[src/hdl/spectrum_band_gain_scaler_macros.svh]
// Assertion macros for the spectrum band gain scaler top level.
`ifndef SPECTRUM_BAND_GAIN_SCALER_MACROS_SVH
`define SPECTRUM_BAND_GAIN_SCALER_MACROS_SVH

// Same-cycle implication, skipped while reset is high.
`define SBGS_ASSERT_NOW(label, clk, rst, ante, cons, msg) \
   label: assert property (@(posedge clk) disable iff (rst) (ante) |-> (cons)) \
      else $error(msg);

// Next-cycle implication, skipped while reset is high.
`define SBGS_ASSERT_NEXT(label, clk, rst, ante, cons, msg) \
   label: assert property (@(posedge clk) disable iff (rst) (ante) |=> (cons)) \
      else $error(msg);

`endif

[src/hdl/sbgs_pkg.sv]
// Types and constants for the spectrum band gain scaler.
package sbgs_pkg;

   localparam int CSR_IDX_W = 3;

   typedef enum logic [CSR_IDX_W-1:0] {
      CSR_ENABLE             = 3'd0,
      CSR_GAIN_START         = 3'd1,
      CSR_GAIN_QUARTER       = 3'd2,
      CSR_GAIN_HALF          = 3'd3,
      CSR_GAIN_THREE_QUARTER = 3'd4,
      CSR_GAIN_END           = 3'd5
   } csr_idx_type;

   localparam logic [15:0] GAIN_RESET = 16'd4096;    // 1.0 in Q4.12
   localparam logic [10:0] MAX_BINS   = 11'd1024;
   localparam logic [23:0] SAT_MAX    = 24'hFFFFFF;
   localparam logic [15:0] NORM_ONE   = 16'd256;     // 1.0 in Q8.8

   // segment bounds of the position ratio (16 fraction bits)
   localparam logic [16:0] SEG_Q1 = 17'd16384;
   localparam logic [16:0] SEG_Q2 = 17'd32768;
   localparam logic [16:0] SEG_Q3 = 17'd49152;

   // quotient bits resolved per divider stage
   localparam int DIV_STEP = 2;

   typedef struct packed {
      logic [9:0]  idx;
      logic [15:0] mag;
      logic [15:0] peak;
      logic        last;
   } bin_side_type;

   typedef struct packed {
      logic         top;     // ratio bit 16
      bin_side_type bin;
   } rat_side_type;

   typedef struct packed {
      logic [9:0] idx;
      logic       last;
      logic       sat;
   } out_side_type;

   typedef struct packed {
      logic [9:0]  idx;
      logic [23:0] mag;
      logic        last;
   } rsp_item_type;

endpackage

[src/hdl/sbgs_div_pipe.sv]
// Pipelined restoring divider, STEP quotient bits per stage.
module sbgs_div_pipe
   import sbgs_pkg::*;
#(
   parameter int DIV_W  = 16,
   parameter int Q_W    = 24,
   parameter int STEP   = DIV_STEP,
   parameter int SIDE_W = 8
) (
   input  logic              clock,
   input  logic              reset,
   input  logic              adv,
   input  logic              in_vld,
   input  logic [DIV_W-1:0]  in_rem,
   input  logic [Q_W-1:0]    in_num,
   input  logic [DIV_W-1:0]  in_dvs,
   input  logic [SIDE_W-1:0] in_side,
   output logic              out_vld,
   output logic [Q_W-1:0]    out_quo,
   output logic [SIDE_W-1:0] out_side
);

   localparam int NSTG = Q_W / STEP;

   // wrd holds the dividend bits still to come; quotient bits shift in below
   logic              vld_ff  [NSTG];
   logic [DIV_W-1:0]  rem_ff  [NSTG];
   logic [Q_W-1:0]    wrd_ff  [NSTG];
   logic [DIV_W-1:0]  dvs_ff  [NSTG];
   logic [SIDE_W-1:0] side_ff [NSTG];

   logic              vld_src  [NSTG];
   logic [DIV_W-1:0]  rem_src  [NSTG];
   logic [Q_W-1:0]    wrd_src  [NSTG];
   logic [DIV_W-1:0]  dvs_src  [NSTG];
   logic [SIDE_W-1:0] side_src [NSTG];

   logic [DIV_W-1:0]  rem_in [NSTG];
   logic [Q_W-1:0]    wrd_in [NSTG];

   for (genvar s = 0; s < NSTG; s++) begin : g_stg
      if (s == 0) begin : g_first
         assign vld_src[s]  = in_vld;
         assign rem_src[s]  = in_rem;
         assign wrd_src[s]  = in_num;
         assign dvs_src[s]  = in_dvs;
         assign side_src[s] = in_side;
      end else begin : g_next
         assign vld_src[s]  = vld_ff[s-1];
         assign rem_src[s]  = rem_ff[s-1];
         assign wrd_src[s]  = wrd_ff[s-1];
         assign dvs_src[s]  = dvs_ff[s-1];
         assign side_src[s] = side_ff[s-1];
      end

      always_comb begin
         logic [DIV_W:0]   sh;
         logic [DIV_W-1:0] r;
         logic [Q_W-1:0]   w;
         r = rem_src[s];
         w = wrd_src[s];
         for (int k = 0; k < STEP; k++) begin
            sh = {r, w[Q_W-1]};
            if (sh >= {1'b0, dvs_src[s]}) begin
               r = DIV_W'(sh - {1'b0, dvs_src[s]});
               w = {w[Q_W-2:0], 1'b1};
            end else begin
               r = sh[DIV_W-1:0];
               w = {w[Q_W-2:0], 1'b0};
            end
         end
         rem_in[s] = r;
         wrd_in[s] = w;
      end

      always_ff @(posedge clock) begin
         if (reset) begin
            vld_ff[s] <= 1'b0;
         end else if (adv) begin
            vld_ff[s] <= vld_src[s];
         end
      end

      always_ff @(posedge clock) begin
         if (adv) begin
            rem_ff[s]  <= rem_in[s];
            wrd_ff[s]  <= wrd_in[s];
            dvs_ff[s]  <= dvs_src[s];
            side_ff[s] <= side_src[s];
         end
      end
   end

   assign out_vld  = vld_ff[NSTG-1];
   assign out_quo  = wrd_ff[NSTG-1];
   assign out_side = side_ff[NSTG-1];

endmodule

[config.mk]
export PLATFORM = sky130hd
export DESIGN_NAME = sbgs_div_pipe
export DESIGN_NICKNAME = d
export VERILOG_FILES = /design/src/hdl/spectrum_band_gain_scaler_macros.svh /design/src/hdl/sbgs_pkg.sv /design/src/hdl/sbgs_div_pipe.sv
export SDC_FILE = /design/constraint.sdc
export NUM_CORES = 2
export LEC_CHECK = 0
export BUFFER_PORTS_ARGS = -buffer_cell sky130_fd_sc_hd__buf_2
export CORE_ASPECT_RATIO = 1.1
export CORE_UTILIZATION = 45
export CTS_BUF_LIST = sky130_fd_sc_hd__clkbuf_16
export DETAILED_ROUTE_END_ITERATION = 6
export PLACE_DENSITY = 0.58
export SLEW_MARGIN = 20
export SYNTH_ARGS = -nofsm -noshare
export SYNTH_HDL_FRONTEND = slang
export SYNTH_SLANG_ARGS = --single-unit
[constraint.sdc]
create_clock -name clock -period 8.5 [get_ports clock]
set_clock_uncertainty 0.1 [all_clocks]
set_input_delay 1.7 -clock clock [delete_from_list [all_inputs] [get_ports clock]]
set_output_delay 1.7 -clock clock [all_outputs]
set_load 0.01 [all_outputs]
* Word level (Yosys, flattened, before mapping) *
Memory sizes are Yosys's and may differ from the RTL's.
Cells that the tools add are included.

cells by class
  bitwise operators = 12
  add/sub/neg operators = 24
  muxes and demuxes = 66
  magnitude comparators = 24

operators with widths
  kind                                              count
  17-bit by 16-bit >= comparator with 1-bit output  24
  16-bit 2-to-1 mux                                 24
  16-bit subtractor                                 24
  1-bit 2-to-1 mux                                  42
  1-bit bitwise OR                                  12

word-level totals
  output and inout bits = 33
  input bits = 68
  register bits = 0
  logic and storage cells = 131
  RAM bits = 780
  memories kept = 5

memory list
  name     depth  bits a word  rd ports  clocked after memory_dff  wr ports  line                 RTL
  wrd_ff   12     24           12        0                         12        sbgs_div_pipe.sv:28  logic [Q_W-1:0] wrd_ff [NSTG];
  dvs_ff   12     16           11        0                         12        sbgs_div_pipe.sv:29  logic [DIV_W-1:0] dvs_ff [NSTG];
  rem_ff   12     16           11        0                         12        sbgs_div_pipe.sv:27  logic [DIV_W-1:0] rem_ff [NSTG];
  side_ff  12     8            12        0                         12        sbgs_div_pipe.sv:30  logic [SIDE_W-1:0] side_ff [NSTG];
  vld_ff   12     1            12        0                         12        sbgs_div_pipe.sv:26  logic vld_ff [NSTG];

* Depth between registers and ports, before layout *
  word-level depth = 4
  gate-level depth with buffers = 24
  mapped depth without buffers = 23

* Least setup slack after synthesis *
OpenSTA, ideal clock, no wires.

  path type = input -> register
  start point = input in_dvs[1]
  end point = memory rem_ff[0][10], data pin
  data arrival time = 6.224 ns
  path buffers = 2
  required time = 8.140 ns
  path slack = 1.916 ns
  stages = 22
  library setup time = 0.260 ns
  cells stage by stage = inv_1 -> ha_1 -> nand2b_1 -> a21oi_1 -> o31a_1 -> o31ai_1 -> a21boi_1 -> o21ai_2 -> clkbuf_1 -> nand2_1 -> o21ai_0 -> ha_1 -> nor2b_1 -> o31ai_2 -> a21oi_1 -> o22a_1 -> a221o_1 -> or4_4 -> a31oi_4 -> o211ai_4 -> buf_6 -> mux2_4

RTL lines
  what             line                 RTL
  start, declared  sbgs_div_pipe.sv:16  input logic [DIV_W-1:0] in_dvs,
  end, declared    sbgs_div_pipe.sv:27

==> metrics.md <==
| Metric | Value |
|---|---|
| Final min period | `around 6.6 ns` |
| Fill count | `8,626` |
| Layout cells sized above 1 | `about an eighth` |
| Sequential element share of the synthesized area | `around half` |
| Setup Viol. Count Final | `0` |
| Post-Route WL | `93,000 um` |
| Initial Util | `45.4%` |
| Number of synthesized register bits | `748` |
| Die height | `between 300 and 400 um` |
| DP HPWL | `just over 70,000 um` |
| Antenna cells | `0` |
| Syn avg cell area | `11.9 um^2` |
| Critical path arrival | `6.92 ns` |
| M2 GR Usage | `33.4%` |
| Crit path launch type | `flop` |
| Fmax | `between 150 and 200 MHz` |
| Fin util | `between 50 and 60%` |
| First-pass GRT wire length | `147,000 um` |
| Rows | `120` |
| Clk sinks | `748` |
| Top cells by count, synth | `748 x edfxtp_1, 384 x ha_1, 314 x inv_1` |
| Synthesized net count | `~4,200` |
| GRT met1 Usage | `22.7%` |
| Gr busiest metal | `met2` |
| Rel. slew slack | `32.4%` |
| Synth Flop Type | `edfxtp_1` |
| Clock transition at path regs | `0.06 ns` |
| CP endpoint kind | `flop` |
| Critical path class | `reg2reg` |
| Root buf cell | `clkbuf_16` |
| Core area | `97,400 um^2` |
| Via count | `roughly 28,000` |
| Period utilisation layout | `between 70 and 80%` |
| Congestion Overflow GR | `0` |
| Distinct cells, synth | `92` |
| Worst min-delay path class | `reg2reg` |
| Most frequent cell after synthesis | `edfxtp_1` |
| Synth area leaders | `edfxtp_1 51%, ha_1 11%, mux2_2 4.9%` |
| Post_cts resized | `0` |
| Max Cap Viol | `0` |
| Area leader, netlist | `edfxtp_1` |
| Setup bufs post-CTS | `0` |
| H-tree depth | `3` |
| Measured slew at the worst slew-check pin | `1.01 ns` |
| Post-synth EDFFs | `748` |
| Clk Latency, worst-skew pair | `roughly 0.65 ns` |
| Final TNS setup | `0 ns` |
| Largest net degree at the start of global routing | `186` |
| CTS Buffer Depth | `3` |
| Port Buffers | `100` |
| DR DRC count | `3` |
| Max Slew Vio Count | `0` |
| Routed Antenna Nets | `0` |
| Status | `finished with violations` |
| R2R Setup Slk | `1.85 ns` |
| Final Hold Slack | `~0.30 ns` |
| Antenna violations before repair | `0` |
| Synth warnings | `0` |
| Die Area | `99,600 um^2` |
| Failing checks | `design-rule violations` |
| RSZ-0062 raised after global routing | `false` |
| Post-DR wirelength/cell | `roughly 18 um` |
| Post-synthesis async set-or-reset flop share | `0%` |
| Layout Nets | `4,305` |
| GR Util met3 | `2.51%` |
| Die span in x | `~300 um` |
| Hold buffers post-CTS | `0` |
| Final Hold Vio Count | `0` |
| DR iter-0 viols | `about 1,500` |
| I/O Pins | `101` |
| Cell Area, Synth | `44,200 um^2` |
| Vias in the first global route | `~28,000` |
| CP required | `a little under 9 ns` |
| Vias per cell | `5.45` |
| Tot GR Track Use | `18.6%` |
| Num CTS Buffers | `83` |
| Gpl congestion | `about 0.87` |
| Post-synthesis cell count | `approximately 3,700` |
| Area grow syn2layout | `10.4%` |
| Post-synth top area share | `50.8%` |
| CP Max Fanout | `23` |
| TritonCTS clock tree | `built` |
| DRT Pass-1 Iters | `7` |
stage by stage:
step                      cells  worst slack, ns  cell area [um^2]
after floorplan            3711             1.92             44200
after global placement     5026             1.33             46000
after detailed placement   5026             1.33             46000
after CTS                  5177             1.82             48800
after global routing       5177             1.39             48800
final                      5177             1.85             48800
registers in the layout, indices dropped and copies added (netlist names):
signal,cells
dvs_ff,176
rem_ff,176
side_ff,96
wrd_ff,288
vld_ff,12
cells in the final DEF (no fill, tap or decap), types with 12 or more instances in the layout:
| cell type | n |
|---|---|
| o211ai_1 | 13 |
| o21bai_1 | 48 |
| nand2b_1 | 34 |
| a21o_1 | 101 |
| a211oi_1 | 28 |
| nand2_1 | 140 |
| mux2_2 | 191 |
| xnor2_1 | 195 |
| clkbuf_16 | 84 |
| inv_1 | 324 |
| buf_2 | 99 |
| nor4_1 | 15 |
| o31ai_1 | 12 |
| ha_1 | 384 |
| nor2b_1 | 50 |
| o21a_1 | 65 |
| edfxtp_1 | 748 |
| nor2_1 | 260 |
| o221ai_1 | 15 |
| o31a_1 | 14 |
| a21oi_1 | 257 |
| mux2i_1 | 18 |
| nand4_1 | 56 |
| nor3_1 | 60 |
| nand3_1 | 49 |
| buf_4 | 16 |
| mux2_1 | 18 |
| a211o_1 | 18 |
| mux2_4 | 20 |
| xor2_1 | 81 |
| or3_1 | 23 |
| o21ai_0 | 151 |
| fa_1 | 23 |
| clkinv_1 | 15 |
| and2_1 | 22 |
| a31oi_1 | 24 |
critical path: stages, from the launching register on:
cell and delay [ns]:
edfxtp_1 0.38, inv_1 0.20, ha_1 0.28, nor2b_1 0.15
o31a_1 0.31, o211ai_2 0.22, nand2_1 0.11, o311a_1 0.37
or4_1 0.84, mux2_2 0.45, ha_1 0.33, and3_1 0.22
o21ai_1 0.11, o211ai_1 0.17, a221oi_2 0.42, nor3_1 0.15
o31a_1 0.31, o21ai_0 0.18, o211a_1 0.64, mux2_2 0.42
metal layers:
layer / vias to the layer above / part of all wire, %
li1: 14100 / -
met4: 0 / 3.1
met5: - / 0
met2: 417 / 51
met3: 155 / 3.0
met1: 13500 / 43
cells by family after synthesis:
| group | share of synthesized area [%] |
|---|---|
| DFF | 50.8 |
| and+or+nand+nor | 8.24 |
| xor gates and xnor gates | 5.47 |
| adders and majority gates | 11.9 |
| AOI/OAI and AO/OA | 13.4 |
| buffers and inverters | 3.84 |
| muxes | 6.41 |
worst paths after layout:
path	from	to	cells past startpoint
worst max-delay path	dvs_ff[6][1]$_DFFE_PP_	rem_ff[7][13]$_DFFE_PP_	19
worst min-delay path	wrd_ff[2][2]$_DFFE_PP_	wrd_ff[2][28]$_DFFE_PP_	0
worst max register to register	dvs_ff[6][1]$_DFFE_PP_	rem_ff[7][13]$_DFFE_PP_	19
worst min register to register	wrd_ff[2][2]$_DFFE_PP_	wrd_ff[2][28]$_DFFE_PP_	0
cell type report:
class / count / area, um^2 / area share, %
inverter: 316 / 1190 / 2.43
clock inverter: 67 / 682 / 1.40
multi-input combinational: 2563 / 20100 / 41.2
tap: 1281 / 1600 / 3.28
sequential: 748 / 22500 / 46.0
clock buffer: 84 / 2100 / 4.31
timing repair buffer: 118 / 671 / 1.37
Power is left out: the tool's default activity adds up to more than one toggle a clock period on the data nets, which glitch-free logic cannot reach.
